[config.mk]
export PLATFORM = sky130hd
export DESIGN_NAME = key_value_message_parser_flat
export DESIGN_NICKNAME = d
export VERILOG_FILES = /design/src/hw/rtl/kvp_pkg.sv /design/src/hw/rtl/kvp_in_if.sv /design/src/hw/rtl/kvp_out_if.sv /design/src/hw/rtl/kvp_ram.sv /design/src/hw/rtl/kvp_datapath.sv /design/src/hw/rtl/kvp_ctrl.sv /design/src/hw/rtl/key_value_message_parser.sv /design/src/flat_wrapper.sv
export SDC_FILE = /design/constraint.sdc
export NUM_CORES = 1
export LEC_CHECK = 0
export ABC_AREA = 0
export BUFFER_PORTS_ARGS = -buffer_cell sky130_fd_sc_hd__buf_2
export CAP_MARGIN = 20
export CORE_MARGIN = 2
export CORE_UTILIZATION = 44
export DETAILED_ROUTE_END_ITERATION = 8
export GPL_TIMING_DRIVEN = 0
export MAX_ROUTING_LAYER = met4
export PLACE_DENSITY = 0.72
export RECOVER_POWER = 50
export SYNTH_ARGS = -nofsm -noshare
export SYNTH_HDL_FRONTEND = slang
export SYNTH_HIERARCHICAL = 1
export SYNTH_SLANG_ARGS = --single-unit
[constraint.sdc]
create_clock -name clk -period 3.9 [get_ports clk]
set_clock_uncertainty 0.05 [all_clocks]
set_input_delay 0.78 -clock clk [delete_from_list [all_inputs] [get_ports clk]]
set_output_delay 0.78 -clock clk [all_outputs]
set_load 0.01 [all_outputs]
[src/hw/rtl/kvp_pkg.sv]
`timescale 1ns / 1ps
package kvp_pkg;

	// Key buffer depth and derived widths
	localparam int KEY_MAX = 16;
	localparam int CNT_W   = $clog2(KEY_MAX + 1);
	localparam int IDX_W   = $clog2(KEY_MAX);
	localparam int BYTE_W  = 8;
	localparam int KIND_W  = 3;

	localparam logic [BYTE_W-1:0] CH_SPACE = 8'h20;
	localparam logic [BYTE_W-1:0] CH_NL    = 8'h0A;

	// Parser mode
	typedef enum logic [1:0] {
		MODE_KEY = 2'd0,
		MODE_VAL = 2'd1,
		MODE_NL  = 2'd2,
		MODE_MSG = 2'd3
	} mode_t;

	// Result kind codes
	typedef enum logic [KIND_W-1:0] {
		K_KEY    = 3'd0,
		K_VAL    = 3'd1,
		K_MSG    = 3'd2,
		K_KEYEND = 3'd3,
		K_VALEND = 3'd4,
		K_OBJEND = 3'd5
	} kind_t;

	// Byte source of an emitted result
	typedef enum logic [1:0] {
		SRC_ZERO = 2'd0,
		SRC_BYTE = 2'd1,
		SRC_NL   = 2'd2,
		SRC_KEY  = 2'd3
	} src_t;

	// Emission plan of one request, in emission order
	typedef struct packed {
		logic  pre;
		logic  single;
		kind_t single_kind;
		src_t  single_src;
		logic  flush;
		kind_t flush_kind;
		logic  tail;
		kind_t tail_kind;
		src_t  tail_src;
		logic  endve;
		logic  obj;
	} plan_t;

	// Controller to datapath
	typedef struct packed {
		logic  ready;
		logic  accept;
		logic  emit;
		kind_t kind;
		src_t  src;
		logic  last;
		logic  flush_step;
	} cmd_t;

	// Datapath to controller
	typedef struct packed {
		logic  in_valid;
		plan_t plan;
		logic  flush_last;
		logic  out_free;
	} sts_t;

endpackage

[src/hw/rtl/kvp_in_if.sv]
`timescale 1ns / 1ps
interface kvp_in_if;
	import kvp_pkg::*;

	logic              valid;
	logic              ready;
	logic [BYTE_W-1:0] in_byte;
	logic              in_last;

	modport source(output valid, output in_byte, output in_last, input ready);
	modport sink(input valid, input in_byte, input in_last, output ready);
endinterface

[src/hw/rtl/kvp_out_if.sv]
`timescale 1ns / 1ps
interface kvp_out_if;
	import kvp_pkg::*;

	logic              valid;
	logic              ready;
	logic [BYTE_W-1:0] out_byte;
	logic [KIND_W-1:0] kind;
	logic              key_overflow;
	logic              last_of_run;

	modport source(output valid, output out_byte, output kind, output key_overflow,
		output last_of_run, input ready);
	modport sink(input valid, input out_byte, input kind, input key_overflow,
		input last_of_run, output ready);
endinterface

[src/hw/rtl/kvp_ram.sv]
`timescale 1ns / 1ps
module kvp_ram #(
	parameter int WIDTH = 8,
	parameter int DEPTH = 16
) (
	input  logic                     clk,
	input  logic                     we,
	input  logic [$clog2(DEPTH)-1:0] waddr,
	input  logic [WIDTH-1:0]         wdata,
	input  logic [$clog2(DEPTH)-1:0] raddr,
	output logic [WIDTH-1:0]         rdata
);
	logic [WIDTH-1:0] mem_q [DEPTH];

	// Write port, registered read with write-first forwarding
	always_ff @(posedge clk) begin
		if (we) begin
			mem_q[waddr] <= wdata;
		end
		if (we && (waddr == raddr)) begin
			rdata <= wdata;
		end else begin
			rdata <= mem_q[raddr];
		end
	end
endmodule

[src/hw/rtl/kvp_datapath.sv]
`timescale 1ns / 1ps
module kvp_datapath (
	input  logic           clk,
	input  logic           arst_n,
	kvp_in_if.sink         data,
	kvp_out_if.source      result,
	input  kvp_pkg::cmd_t  cmd,
	output kvp_pkg::sts_t  sts
);
	import kvp_pkg::*;

	mode_t             mode_q, mode_mid, mode_nxt;
	logic [CNT_W-1:0]  count_q, count_mid, count_nxt;
	logic              ovf_q, ovf_set;
	logic [BYTE_W-1:0] byte_q;
	logic [CNT_W-1:0]  flush_n_q, flush_n_d;
	logic [CNT_W-1:0]  idx_q, idx_inc, raddr_full;
	logic              wr_en, body_fl, is_sp, is_nl, pre_ve, eff_key;
	plan_t             plan;
	logic [BYTE_W-1:0] key_rdata;
	logic [BYTE_W-1:0] emit_byte;

	logic              ov_q;
	logic [BYTE_W-1:0] out_byte_q;
	kind_t             out_kind_q;
	logic              out_ovf_q, out_last_q;

	// Decode of the incoming byte against the current mode
	always_comb begin
		is_sp     = (data.in_byte == CH_SPACE);
		is_nl     = (data.in_byte == CH_NL);
		pre_ve    = (mode_q == MODE_NL) && !is_sp;
		eff_key   = (mode_q == MODE_KEY) || pre_ve;
		plan      = '0;
		plan.pre  = pre_ve;
		plan.single_kind = K_VAL;
		plan.single_src  = SRC_BYTE;
		plan.flush_kind  = K_MSG;
		plan.tail_kind   = K_MSG;
		plan.tail_src    = SRC_ZERO;
		mode_mid  = mode_q;
		count_mid = count_q;
		wr_en     = 1'b0;
		ovf_set   = 1'b0;
		body_fl   = 1'b0;
		if (eff_key) begin
			mode_mid = MODE_KEY;
			if (is_sp) begin
				body_fl         = 1'b1;
				plan.flush      = (count_q != '0);
				plan.flush_kind = K_KEY;
				plan.tail       = 1'b1;
				plan.tail_kind  = K_KEYEND;
				plan.tail_src   = SRC_ZERO;
				mode_mid        = MODE_VAL;
				count_mid       = '0;
			end else if (is_nl) begin
				// line without a space, or a blank line, opens the message
				body_fl         = 1'b1;
				plan.flush      = (count_q != '0);
				plan.flush_kind = K_MSG;
				plan.tail       = (count_q != '0);
				plan.tail_kind  = K_MSG;
				plan.tail_src   = SRC_NL;
				mode_mid        = MODE_MSG;
				count_mid       = '0;
			end else if (count_q < CNT_W'(KEY_MAX)) begin
				wr_en     = 1'b1;
				count_mid = count_q + CNT_W'(1);
			end else begin
				ovf_set = 1'b1;
			end
		end else if (mode_q == MODE_VAL) begin
			if (is_nl) begin
				mode_mid = MODE_NL;
			end else begin
				plan.single      = 1'b1;
				plan.single_kind = K_VAL;
				plan.single_src  = SRC_BYTE;
			end
		end else if (mode_q == MODE_NL) begin
			// continuation: keep the newline, drop the space
			plan.single      = 1'b1;
			plan.single_kind = K_VAL;
			plan.single_src  = SRC_NL;
			mode_mid         = MODE_VAL;
		end else begin
			plan.single      = 1'b1;
			plan.single_kind = K_MSG;
			plan.single_src  = SRC_BYTE;
		end

		flush_n_d = body_fl ? count_q : count_mid;

		// End of object
		if (data.in_last) begin
			plan.obj = 1'b1;
			if (mode_mid == MODE_KEY) begin
				plan.flush      = (count_mid != '0);
				plan.flush_kind = K_MSG;
			end else if ((mode_mid == MODE_VAL) || (mode_mid == MODE_NL)) begin
				plan.endve = 1'b1;
			end
			mode_nxt  = MODE_KEY;
			count_nxt = '0;
		end else begin
			mode_nxt  = mode_mid;
			count_nxt = count_mid;
		end
	end

	// Parser state and flush index
	always_ff @(posedge clk or negedge arst_n) begin
		if (!arst_n) begin
			mode_q    <= MODE_KEY;
			count_q   <= '0;
			ovf_q     <= 1'b0;
			flush_n_q <= '0;
			idx_q     <= '0;
		end else if (cmd.accept) begin
			mode_q    <= mode_nxt;
			count_q   <= count_nxt;
			ovf_q     <= ovf_q | ovf_set;
			flush_n_q <= flush_n_d;
			idx_q     <= '0;
		end else if (cmd.flush_step) begin
			idx_q <= idx_inc;
		end
	end

	always_ff @(posedge clk) begin
		if (cmd.accept) begin
			byte_q <= data.in_byte;
		end
	end

	// Key buffer; read address runs one ahead of the emitted entry
	assign idx_inc = idx_q + CNT_W'(1);

	always_comb begin
		if (cmd.accept) begin
			raddr_full = '0;
		end else if (cmd.flush_step && !sts.flush_last) begin
			raddr_full = idx_inc;
		end else begin
			raddr_full = idx_q;
		end
	end

	kvp_ram #(
		.WIDTH(BYTE_W),
		.DEPTH(KEY_MAX)
	) u_key_ram (
		.clk  (clk),
		.we   (cmd.accept && wr_en),
		.waddr(count_q[IDX_W-1:0]),
		.wdata(data.in_byte),
		.raddr(raddr_full[IDX_W-1:0]),
		.rdata(key_rdata)
	);

	// Result byte select
	always_comb begin
		unique case (cmd.src)
			SRC_ZERO: emit_byte = '0;
			SRC_BYTE: emit_byte = byte_q;
			SRC_NL:   emit_byte = CH_NL;
			SRC_KEY:  emit_byte = key_rdata;
		endcase
	end

	// Output register
	always_ff @(posedge clk or negedge arst_n) begin
		if (!arst_n) begin
			ov_q <= 1'b0;
		end else if (cmd.emit) begin
			ov_q <= 1'b1;
		end else if (result.ready) begin
			ov_q <= 1'b0;
		end
	end

	always_ff @(posedge clk) begin
		if (cmd.emit) begin
			out_byte_q <= emit_byte;
			out_kind_q <= cmd.kind;
			out_ovf_q  <= ovf_q;
			out_last_q <= cmd.last;
		end
	end

	assign result.valid        = ov_q;
	assign result.out_byte     = out_byte_q;
	assign result.kind         = out_kind_q;
	assign result.key_overflow = out_ovf_q;
	assign result.last_of_run  = out_last_q;
	assign data.ready          = cmd.ready;

	// Status
	assign sts.in_valid   = data.valid;
	assign sts.plan       = plan;
	assign sts.flush_last = (idx_inc == flush_n_q);
	assign sts.out_free   = !ov_q || result.ready;

`ifndef SYNTHESIS
	a_count_range: assert property (@(posedge clk) disable iff (!arst_n)
		count_q <= CNT_W'(KEY_MAX))
		else $error("key count beyond buffer depth");
	a_ovf_sticky: assert property (@(posedge clk) disable iff (!arst_n)
		ovf_q |=> ovf_q)
		else $error("overflow flag cleared");
	a_flush_idx: assert property (@(posedge clk) disable iff (!arst_n)
		cmd.flush_step |-> (idx_q < flush_n_q))
		else $error("flush index past buffered count");
`endif
endmodule

[src/hw/rtl/kvp_ctrl.sv]
`timescale 1ns / 1ps
module kvp_ctrl (
	input  logic          clk,
	input  logic          arst_n,
	input  kvp_pkg::sts_t sts,
	output kvp_pkg::cmd_t cmd
);
	import kvp_pkg::*;

	typedef enum logic [2:0] {
		ST_IDLE,
		ST_PRE,
		ST_SINGLE,
		ST_FLUSH,
		ST_TAIL,
		ST_ENDVE,
		ST_OBJ
	} state_t;

	state_t state_q, state_nxt;
	plan_t  plan_q, plan_rem;

	// First phase still pending in a plan
	function automatic state_t first_phase(input plan_t p);
		state_t s;
		if (p.pre) begin
			s = ST_PRE;
		end else if (p.single) begin
			s = ST_SINGLE;
		end else if (p.flush) begin
			s = ST_FLUSH;
		end else if (p.tail) begin
			s = ST_TAIL;
		end else if (p.endve) begin
			s = ST_ENDVE;
		end else if (p.obj) begin
			s = ST_OBJ;
		end else begin
			s = ST_IDLE;
		end
		return s;
	endfunction

	// Phase decode and commands
	always_comb begin
		plan_rem       = plan_q;
		cmd.ready      = (state_q == ST_IDLE);
		cmd.accept     = (state_q == ST_IDLE) && sts.in_valid;
		cmd.emit       = (state_q != ST_IDLE) && sts.out_free;
		cmd.kind       = K_VALEND;
		cmd.src        = SRC_ZERO;
		cmd.flush_step = 1'b0;
		unique case (state_q)
			ST_IDLE: begin
				cmd.emit = 1'b0;
			end
			ST_PRE: begin
				plan_rem.pre = 1'b0;
			end
			ST_SINGLE: begin
				plan_rem.single = 1'b0;
				cmd.kind        = plan_q.single_kind;
				cmd.src         = plan_q.single_src;
			end
			ST_FLUSH: begin
				plan_rem.flush = !sts.flush_last;
				cmd.kind       = plan_q.flush_kind;
				cmd.src        = SRC_KEY;
				cmd.flush_step = sts.out_free;
			end
			ST_TAIL: begin
				plan_rem.tail = 1'b0;
				cmd.kind      = plan_q.tail_kind;
				cmd.src       = plan_q.tail_src;
			end
			ST_ENDVE: begin
				plan_rem.endve = 1'b0;
			end
			ST_OBJ: begin
				plan_rem.obj = 1'b0;
				cmd.kind     = K_OBJEND;
			end
		endcase
		state_nxt = first_phase(plan_rem);
		cmd.last  = (state_nxt == ST_IDLE);
	end

	// State and plan
	always_ff @(posedge clk or negedge arst_n) begin
		if (!arst_n) begin
			state_q <= ST_IDLE;
			plan_q  <= '0;
		end else if (cmd.accept) begin
			state_q <= first_phase(sts.plan);
			plan_q  <= sts.plan;
		end else if (cmd.emit) begin
			state_q <= state_nxt;
			plan_q  <= plan_rem;
		end
	end

`ifndef SYNTHESIS
	a_emit_free: assert property (@(posedge clk) disable iff (!arst_n)
		cmd.emit |-> sts.out_free)
		else $error("result emitted into a full output register");
	a_last_idle: assert property (@(posedge clk) disable iff (!arst_n)
		(cmd.emit && cmd.last) |=> (state_q == ST_IDLE))
		else $error("sequencer busy after final result");
	a_flush_plan: assert property (@(posedge clk) disable iff (!arst_n)
		(state_q == ST_FLUSH) |-> plan_q.flush)
		else $error("flush phase without pending flush");
`endif
endmodule

[src/hw/rtl/key_value_message_parser.sv]
`timescale 1ns / 1ps
// Acceptance loads the sequencer state; the first result of a request is then registered in the output register.
// The sequencer takes no new request until every result of the current one is
// emitted; key flushes emit one buffered byte per cycle from the key RAM read
// port while the output register is free, and output stalls hold the sequencer.
// Reset: arst_n clears mode to key, key count, overflow flag and output valid.
module key_value_message_parser (
	input  logic      clk,
	input  logic      arst_n,
	kvp_in_if.sink    data,
	kvp_out_if.source result
);
	import kvp_pkg::*;

	cmd_t cmd;
	sts_t sts;

	kvp_ctrl u_ctrl (
		.clk   (clk),
		.arst_n(arst_n),
		.sts   (sts),
		.cmd   (cmd)
	);

	kvp_datapath u_datapath (
		.clk   (clk),
		.arst_n(arst_n),
		.data  (data),
		.result(result),
		.cmd   (cmd),
		.sts   (sts)
	);
endmodule

[src/flat_wrapper.sv]
// flat-port wrapper written by rule: the top's interface ports become plain ports
module key_value_message_parser_flat import kvp_pkg::*;
  (clk, arst_n, data_valid, data_in_byte, data_in_last, data_ready, result_valid, result_out_byte, result_kind, result_key_overflow, result_last_of_run, result_ready);
  kvp_in_if data_i ();
  kvp_out_if result_i ();
  input  logic clk;
  input  logic arst_n;
  input wire logic [$bits(data_i.valid)-1:0] data_valid;
  input wire logic [$bits(data_i.in_byte)-1:0] data_in_byte;
  input wire logic [$bits(data_i.in_last)-1:0] data_in_last;
  output wire logic [$bits(data_i.ready)-1:0] data_ready;
  output wire logic [$bits(result_i.valid)-1:0] result_valid;
  output wire logic [$bits(result_i.out_byte)-1:0] result_out_byte;
  output wire logic [$bits(result_i.kind)-1:0] result_kind;
  output wire logic [$bits(result_i.key_overflow)-1:0] result_key_overflow;
  output wire logic [$bits(result_i.last_of_run)-1:0] result_last_of_run;
  input wire logic [$bits(result_i.ready)-1:0] result_ready;
  assign data_i.valid = data_valid;
  assign data_i.in_byte = data_in_byte;
  assign data_i.in_last = data_in_last;
  assign data_ready = data_i.ready;
  assign result_valid = result_i.valid;
  assign result_out_byte = result_i.out_byte;
  assign result_kind = result_i.kind;
  assign result_key_overflow = result_i.key_overflow;
  assign result_last_of_run = result_i.last_of_run;
  assign result_i.ready = result_ready;
  key_value_message_parser u_core (.clk(clk), .arst_n(arst_n), .data(data_i), .result(result_i));
endmodule
# Yosys cells after proc, flatten, opt, wreduce, memory -nomap -nowiden
# Memory sizes are Yosys's and may differ from the RTL's. A register that Yosys moved wholly into a read port is not among the register bits.
# Index checks and enable logic that the tools add are counted.
[totals]
rom_bits = 0
memories = 1
output_inout_bits = 15
latchBits = 0
register_bits = 62
ram_bits = 128
word_cells = 137
[classes]
n_shift = 0
multipliers = 0
addsub = 2
n_lt_le_gt_ge = 1
eq_ne = 16
reduce_logical = 22
bitwise = 1
n_mux = 71
div_mod_pow = 0
[mem_list]
columns = ["memory", "depth", "width", "rd", "rd_ports_with_merged_regs", "wr", "line", "source"]
rows = [
  ["u_core.u_datapath.u_key_ram.mem_q", 16, 8, 1, 1, 1, "kvp_ram.sv:13", "logic [WIDTH-1:0] mem_q [DEPTH];"],
]
[ops]
columns = ["cell", "n"]
rows = [
  ["$mux 3", 14],
  ["$mux 5", 8],
  ["$mux 19", 2],
  ["$pmux 8 s4", 1],
  ["$mux 10", 3],
  ["$mux 1", 25],
  ["$mux 4", 5],
  ["$mux 6", 3],
  ["$mux 2", 8],
  ["$pmux 3 s4", 1],
  ["$add 5x1->5 const B", 2],
  ["$reduce_bool 5->1", 2],
  ["$eq 3x3->1 const B", 3],
  ["$eq 2x2->1 const B", 4],
  ["$eq 8x4->1 const B", 1],
  ["$eq 8x6->1 const B", 1],
  ["$eq 2x1->1 const B", 3],
  ["$eq 3x2->1 const B", 2],
  ["$logic_not 2->1", 3],
  ["$logic_not 3->1", 2],
  ["$pmux 2 s3", 1],
  ["$reduce_bool 2->1", 3],
  ["$eq 5x5->1", 1],
  ["$logic_and 1x1->1", 5],
  ["other kinds (6)", 10],
]

# Longest topological paths before layout
# Gate-level depths: netlist of run 1.
[logic_depth]
depth_word = 17
ltp_mapped = 9
ltp_nobuf = 9

# Modules after synthesis
# The synthesis of run 1 kept the hierarchy.
[modules_own_cells]
columns = ["mod", "cells_each", "n_inst", "seq_area_each_um2", "area_per_inst_um2"]
rows = [
  ["kvp_ram", 225, 1, 3923.8, 5067.4],
  ["kvp_datapath", 218, 1, 1106.1, 2259.7],
  ["kvp_ctrl", 165, 1, 550.5, 1342.5],
]

# Worst setup path after synthesis of run 1
# OpenSTA, ideal clock, no wires.
[synth_path]
path_type = "input-to-reg"
from = "input data_valid"
to = "memory u_core.u_datapath.u_key_ram.mem_q[0][0], enable pin"
arrival_ns = 2.968
cell_stages = 8
path_slack_ns = 0.499
n_path_buf = 3
cell_sequence = "buf_4 -> nand2_2 -> clkinv_2 -> buf_4 -> clkbuf_1 -> and4_1 -> or3b_2 -> nor3_1"
[synth_rtl]
columns = ["item", "line", "source"]
rows = [
  ["start: declaration", "flat_wrapper.sv:8", "input wire logic [$bits(data_i.valid)-1:0] data_valid;"],
  ["end: declaration", "kvp_ram.sv:13", ""],
]

==> reports/metrics.csv, run 1 <==
metric,value,unit
met2 capacity usage during global routing,28.5,%
sw frac,32.2,%
Worst-path clk slew,0.07,ns
HP Start,u_core/u_datapath/ovf_q,
H-tree depth,4,
R2R depth,8,
highest fanout seen on the critical path,22,
routed vias,5312,
critical path class,in -> reg,
Comb pwr share,29.3,%
Worst Setup End Kind,register,
critical path's slowest cell,clkbuf_1,
All-Layer GR Usage,18.5,%
Synth Instances,608,
WHS Path Cells,0,
Post-synth EDFFs,149,
drt wl/cell,18.8,um
CP max stage delay,0.75,ns
R2R setup slack,0.12,ns
gpl congestion,0.880,
Tcrit/Tclk final,99.6,%
switching power,2.09,mW
post-synthesis register bit count,194,
CTS tree,yes,
GRT overflow,0,
Post-DP HPWL,12000,um
Die X,144,um
YS warnings,6,
Max Cap Viol,1,
post-synthesis sequential area ratio,64.4,%
Hold EP,u_core/u_datapath/result.key_overflow,
nets,678,
post-layout util,50.6,%
failing checks,"capacitance limit, slew limit",
die area,20800,um2
mapped cell area,8670,um2
post-synth cell types,79,
reg-to-reg startpoint,u_core/u_ctrl/state_q[2],
Yosys top cell by area,edfxtp_1,
async set-or-reset flop fraction in the synthesized netlist,21.1,%
worst-skew pair later-pin latency,0.43,ns
power per standard cell area,663,nW/um2
Initial Util,44.7,%
met1 usage,25.0,%
DRC errors left,0,
share of post-route cells with drive strength above 1,18.1,%
min-delay worst type,reg -> reg,
vias per cell,5.65,
Core ar.,19400,um2
CTS buffer count,17,
Die Ht,144,um
final worst path period need,3.88,ns
Worst EP required,4.22,ns
Cell Int Power,4.42,mW
largest net degree at the start of global routing,42,
Finish-stage setup viols,0,
Main synth FF type,edfxtp_1,
cell-by-cell trace of the critical path,clkbuf_1 > or3b_2 > nor3_1 > a311o_1 > a2111oi_0 > o21ai_0 > or3_1 > o32ai_1 > a41o_1,
Ports,28,
"delay-heaviest family, CP",compound AO/OA/AOI/OAI gates,
Post CTS Setup Buffer Count,0,
RSZ-0062 raised after global routing,yes,
clock buffer depth,2,
first-pass GRT wire length,28300,um
vias in the first global route,5198,
First-pass DRT Iterations,5,
gr busiest metal,met2,
P&R area growth vs syn,13.2,%
DRT iter0 DRCs,447,
Leakage,3.60,nW
CP startpoint kind,input port,
Mean Syn Cell Area,14.3,um2
setup_tns,0,ns
crit path buf inv count,1,
total power,6.51,mW
Slew headroom,-51.9,%
initial antenna violation count,0,
PortBufs,26,
pre-CTS WS,-0.0486,ns
worst reg2reg endpoint,u_core/u_datapath/u_key_ram/mem_q[3][4],
Clock Tree Root,clkbuf_16,
share of the synthesized area in the top cell type,51.6,%
met3 Track Usage GR,2.52,%
Ant. Diodes,0,
ranking of synthesized cells by area,"edfxtp_1 (52%), dfrtp_1 (12%), mux4_2 (4.7%)",
"antenna viol nets, final",0,
Routed Wire Length,17700,um
Worst Path Arrival,4.20,ns
Clock Power Share,28.4,%
Worst Max-Slew Pin Slew,2.28,ns
FMAX,0.258,GHz
Final Hold Fails,0,
final worst slack,0.0174,ns
Final Slew Violations,42,
worst vdd ir,0.233,mV
sequential power share,42.3,%
row count,51,
Sink Count,194,
status,finished with violations,
## worst register-to-register path, cell delays in order (launching register included)
cell      delay [ns]
dfrtp_1         0.46
nor3_4          0.34
nand2_2         0.19
clkinv_2        0.19
buf_4           0.29
clkbuf_1        0.36
and4_1          0.35
or3b_2          0.52
nor2_1          0.64
## layer usage
layer  up-vias  wire length [um]  share of wire [%]
li1       2419                 -                  -
met1      2658              7850                 44
met2       194              8460                 48
met3        41               857                4.8
met4         0               516                2.9
met5         -                 0                  0
## state kept, by name, indices dropped and copies added (netlist names), named ones only
register	cells
u_core/u_datapath/flush_n_q	5
u_core/u_datapath/u_key_ram/mem_q	128
u_core/u_datapath/result.kind	3
u_core/u_datapath/mode_q	2
u_core/u_datapath/ovf_q	1
u_core/u_datapath/byte_q	8
u_core/u_datapath/result.key_overflow	1
u_core/u_datapath/result.valid	1
u_core/u_ctrl/plan_q	19
u_core/u_datapath/result.last_of_run	1
u_core/u_datapath/count_q	5
u_core/u_datapath/idx_q	5
u_core/u_ctrl/state_q	3
u_core/u_datapath/result.out_byte	8
## cells in the final DEF, fill, tap and decap left out, types with 5 or more instances in the layout
cell / count
nor2b_1: 15
clkbuf_1: 13
mux4_2: 18
edfxtp_1: 149
and3_1: 5
inv_1: 18
a22oi_1: 16
clkbuf_16: 17
buf_2: 27
mux4_1: 14
nor3_1: 10
nand3_1: 10
xor2_1: 6
nand2b_1: 10
or3_1: 7
xnor2_1: 6
buf_4: 15
dfrtp_1: 41
buf_6: 7
a21oi_1: 19
conb_1: 6
nor2_1: 43
inv_6: 5
a31oi_1: 5
mux2i_1: 15
o21ai_0: 17
nand2_1: 72
## cells by family after synthesis
group | synth area share [%]
muxes | 10.8
other | 0.0866
xor gates and xnor gates | 1.21
DFF | 64.4
AOI/OAI and AO/OA | 7.65
adders and majority gates | 0.433
buffers and inverters | 3.77
and+or+nand+nor | 11.7
## how the worst max path moves through the flow
stage                              from                                 endpoint  slack, ns  cells after the start
6_report                data_in_byte[1]                 u_core/u_ctrl/state_q[2]       0.02                      9
5_1_grt        u_core/u_ctrl/state_q[2]  u_core/u_datapath/u_key_ram/mem_q[3][4]      -0.14                      8
2_1_floorplan                data_valid  u_core/u_datapath/u_key_ram/mem_q[0][0]       0.50                      8
3_5_place_dp            data_in_byte[0]                 u_core/u_ctrl/state_q[2]      -0.05                      9
4_1_cts        u_core/u_ctrl/state_q[2]  u_core/u_datapath/u_key_ram/mem_q[0][5]      0.005                      9
3_3_place_gp                 data_valid  u_core/u_datapath/u_key_ram/mem_q[0][3]      -0.27                      8
## power groups by stage
stage               clock, mW  combinational [mW]  sequential [mW]
finish                   1.85                1.91             2.75
detailed placement          0                1.89             2.79
floorplan                   0                1.36             2.78
CTS                      1.88                1.90             2.75
global placement            0                1.85             2.78
global route             1.96                2.11             2.78
## synth_stat cells (3+ instances only)
library cell / count
mux2i_1: 15
nor2b_1: 15
nand2b_1: 10
a31oi_1: 5
nand2_1: 72
o21ai_0: 17
or3_1: 7
o211ai_1: 3
clkbuf_1: 7
nand4_1: 4
buf_2: 4
nand3_1: 10
dfxtp_1: 4
and3_1: 5
a21oi_1: 19
nand3b_1: 4
ha_1: 3
clkdlybuf4s25_2: 3
inv_1: 18
edfxtp_1: 149
nor2_1: 43
buf_4: 12
xnor2_1: 6
mux4_1: 14
dfrtp_1: 41
xor2_1: 6
mux4_2: 18
nor3_1: 11
a22oi_1: 16
buf_6: 7
## cell type report
class	instances	area (um2)
Fill cell	1617	9580
Sequential cell	194	5580
Multi-Input combinational cell	364	2780
Clock buffer	18	429
Tap cell	265	332
Buffer	35	254
Clock inverter	14	209
Timing Repair Buffer	31	156
Inverter	19	72.6
## through the flow
step	std cells	area (um2)	hold WS [ns]
after floorplan	612	8680	0.376
after global placement	903	9150	0.391
final	940	9820	0.400
after detailed placement	907	9170	0.386
after CTS	939	9810	0.403
after global routing	940	9820	0.433
## what timing repair did
action	4_1_cts	5_1_grt
setup endpoints to repair	0	30
gates resized for setup	0	1
hold buffers	0	0
Note: power is estimated with default switching activity, not from simulation.
==> inputs of run 2 (changes only) <==
Clock period 3.9 ns to 4.3 ns, I/O delays scaled along.
==> run 2 against run 1 <==
The flow still finishes with violations (capacitance limit, slew limit). Design area is 0.25% lower. Clock-buffer cell count stayed put. Global-route usage stayed put. Critical path depth stayed put. Critical endpoint unchanged. Hold slack hardly changed. Sequential share of layout area is 0.15 points higher. Die area stayed put. Utilization is 0.13 points lower. Cell count stayed put. Sequential power is 9.5% lower. Critical path type unchanged. Setup slack better by 0.29 ns. Non-clock buffer count stayed put.
==> reports/metrics.csv, run 2 (synthesis gave the netlist of run 1 again) <==
metric,value,unit,change
status,finished with violations,,
failing checks,"capacitance limit, slew limit",,
Worst Path Arrival,4.30,ns,+0.10 ns
Leakage,3.56,nW,-1.1%
H-tree depth,4,,unchanged
P&R area growth vs syn,12.9,%,
Seq. cell area,5580,um2,unchanged
vias per cell,5.59,,-1.1%
CP max stage delay,0.64,ns,-0.11 ns
first-pass GRT wire length,28300,um,unchanged
nets,678,,unchanged
DRT iter0 DRCs,432,,-3.4%
Largest register FFs,128,,unchanged
post-layout util,50.5,%,-0.13 points
share of post-route cells with drive strength above 1,16.3,%,-1.8 points
CTS tree,yes,,
Worst Max-Slew Pin Slew,2.30,ns,+0.0209 ns
Ant. Diodes,0,,unchanged
WHS,0.400,ns,-0.0000290 ns
Slew headroom,-53.3,%,-1.4 points
Die X,144,um,unchanged
Post-DP HPWL,12000,um,unchanged
Tcrit/Tclk final,92.8,%,
"commonest non-fill, non-tap cells in the layout","edfxtp_1 (149), nand2_1 (72), nor2_1 (43), dfrtp_1 (41), clkbuf_1 (24)",,
drt wl/cell,18.8,um,about the same
CTS buffer count,17,,unchanged
RSZ-0062 raised after global routing,no,,
First-pass DRT Iterations,5,,unchanged
worst-skew pair later-pin latency,0.43,ns,about the same
Reg with most FFs,u_core/u_datapath/u_key_ram/mem_q,,
final worst slack,0.312,ns,+0.294 ns
Max Cap Viol,1,,unchanged
initial antenna violation count,0,,unchanged
highest fanout seen on the critical path,22,,unchanged
top flop regs,"u_core/u_datapath/u_key_ram/mem_q (128), u_core/u_ctrl/plan_q (19)",,
power per standard cell area,601,nW/um2,-9.4%
final worst path period need,3.99,ns,
row count,51,,unchanged
Finish-stage setup viols,0,,unchanged
die area,20800,um2,unchanged
largest net degree at the start of global routing,42,,unchanged
Ports,28,,unchanged
post_cts resized,0,,unchanged
vias in the first global route,5198,,unchanged
setup_tns,0,ns,unchanged
Initial Util,44.7,%,unchanged
routed vias,5254,,-1.1%
cell-by-cell trace of the critical path,clkbuf_1 > nor4bb_1 > nand3_1 > and3b_1 > a2111oi_0 > o21ai_0 > or3_1 > o32ai_1 > a41o_1,,
worst vdd ir,0.212,mV,-9.0%
"most common cell after layout, fill and taps aside",edfxtp_1,,
min-delay worst type,reg -> reg,,
CP startpoint kind,input port,,
hold-fix buffers at CTS,0,,unchanged
All-Layer GR Usage,18.5,%,unchanged
DRC errors left,0,,unchanged
gpl congestion,0.880,,unchanged
Clock Tree Root,clkbuf_16,,
area occupied by multi-input gates,2780,um2,-0.18%
PortBufs,26,,unchanged
critical path's slowest cell,clkbuf_1,,
critical path class,in -> reg,,
Worst Setup End Kind,register,,
Routed Wire Length,17700,um,about the same
pre-CTS WS,0.271,ns,+0.320 ns
Final Hold Fails,0,,unchanged
"antenna viol nets, final",0,,unchanged
Sink Count,194,,unchanged
Die Ht,144,um,unchanged
Core ar.,19400,um2,unchanged
Post CTS Setup Buffer Count,0,,unchanged
Worst EP required,4.62,ns,+0.40 ns
clock buffer depth,2,,unchanged
Worst-path clk slew,0.07,ns,about the same
FMAX,0.251,GHz,
Final Slew Violations,42,,unchanged
GRT overflow,0,,unchanged
fillers,1627,,+0.62%
==> run 2: cell count changes in the layout (fill, tap and decap cells not counted) <==
cell and delta:
clkbuf_1 +11, buf_2 -10, buf_6 -1, nor3_1 +1
nor3_2 -1
==> run 2: where the power goes <==
group	switching, mW	internal, mW	total, mW
Combinational	0.979	0.734	1.71
Clock	0.728	0.948	1.68
Sequential	0.187	2.31	2.49
==> run 2: per-stage QoR <==
stage | power [mW] | cells | cell area [um2]
after floorplan | 3.75 | 612 | 8680
after global placement | 4.20 | 903 | 9150
after detailed placement | 4.25 | 907 | 9170
after CTS | 5.92 | 939 | 9810
after global routing | 6.20 | 940 | 9790
final | 5.88 | 940 | 9790
==> run 2: final cells by class <==
cell class / count / share of cell area, %
Multi-Input combinational cell: 364 / 28.4
Inverter: 19 / 0.741
Timing Repair Buffer: 31 / 1.48
Tap cell: 265 / 3.39
Sequential cell: 194 / 57.0
Clock buffer: 18 / 4.38
Clock inverter: 14 / 2.13
Buffer: 35 / 2.50
==> run 2: final timing paths <==
check | depth (start not counted) | startpoint | to | slack (ns)
worst min-delay path | 0 | u_core/u_datapath/ovf_q | u_core/u_datapath/result.key_overflow | 0.40
worst max register to register | 9 | u_core/u_ctrl/state_q[2] | u_core/u_datapath/u_key_ram/mem_q[0][5] | 0.40
min in group asynchronous | 1 | arst_n | u_core/u_datapath/idx_q[1] | 1.07
max in group asynchronous | 1 | arst_n | u_core/u_ctrl/plan_q[10] | 1.82
worst max-delay path | 9 | data_in_byte[5] | u_core/u_ctrl/state_q[2] | 0.31
worst min register to register | 0 | u_core/u_datapath/ovf_q | u_core/u_datapath/result.key_overflow | 0.40
==> run 2: metal layers <==
| layer | share of wire, % | routed length, um | GRT usage [%] |
|---|---|---|---|
| met3 | 4.8 | 856 | 2.52 |
| met2 | 48 | 8490 | 28.5 |
| met5 | 0 | 0 | - |
| met4 | 2.7 | 478 | 7.66 |
| met1 | 44 | 7860 | 25.0 |
==> run 2: critical path, delay by kind of cell <==
family	cells	cell delay, ns
AOI/OAI and AO/OA	4	1.45
buffers and inverters	1	0.64
and+or+nand+nor	4	1.34
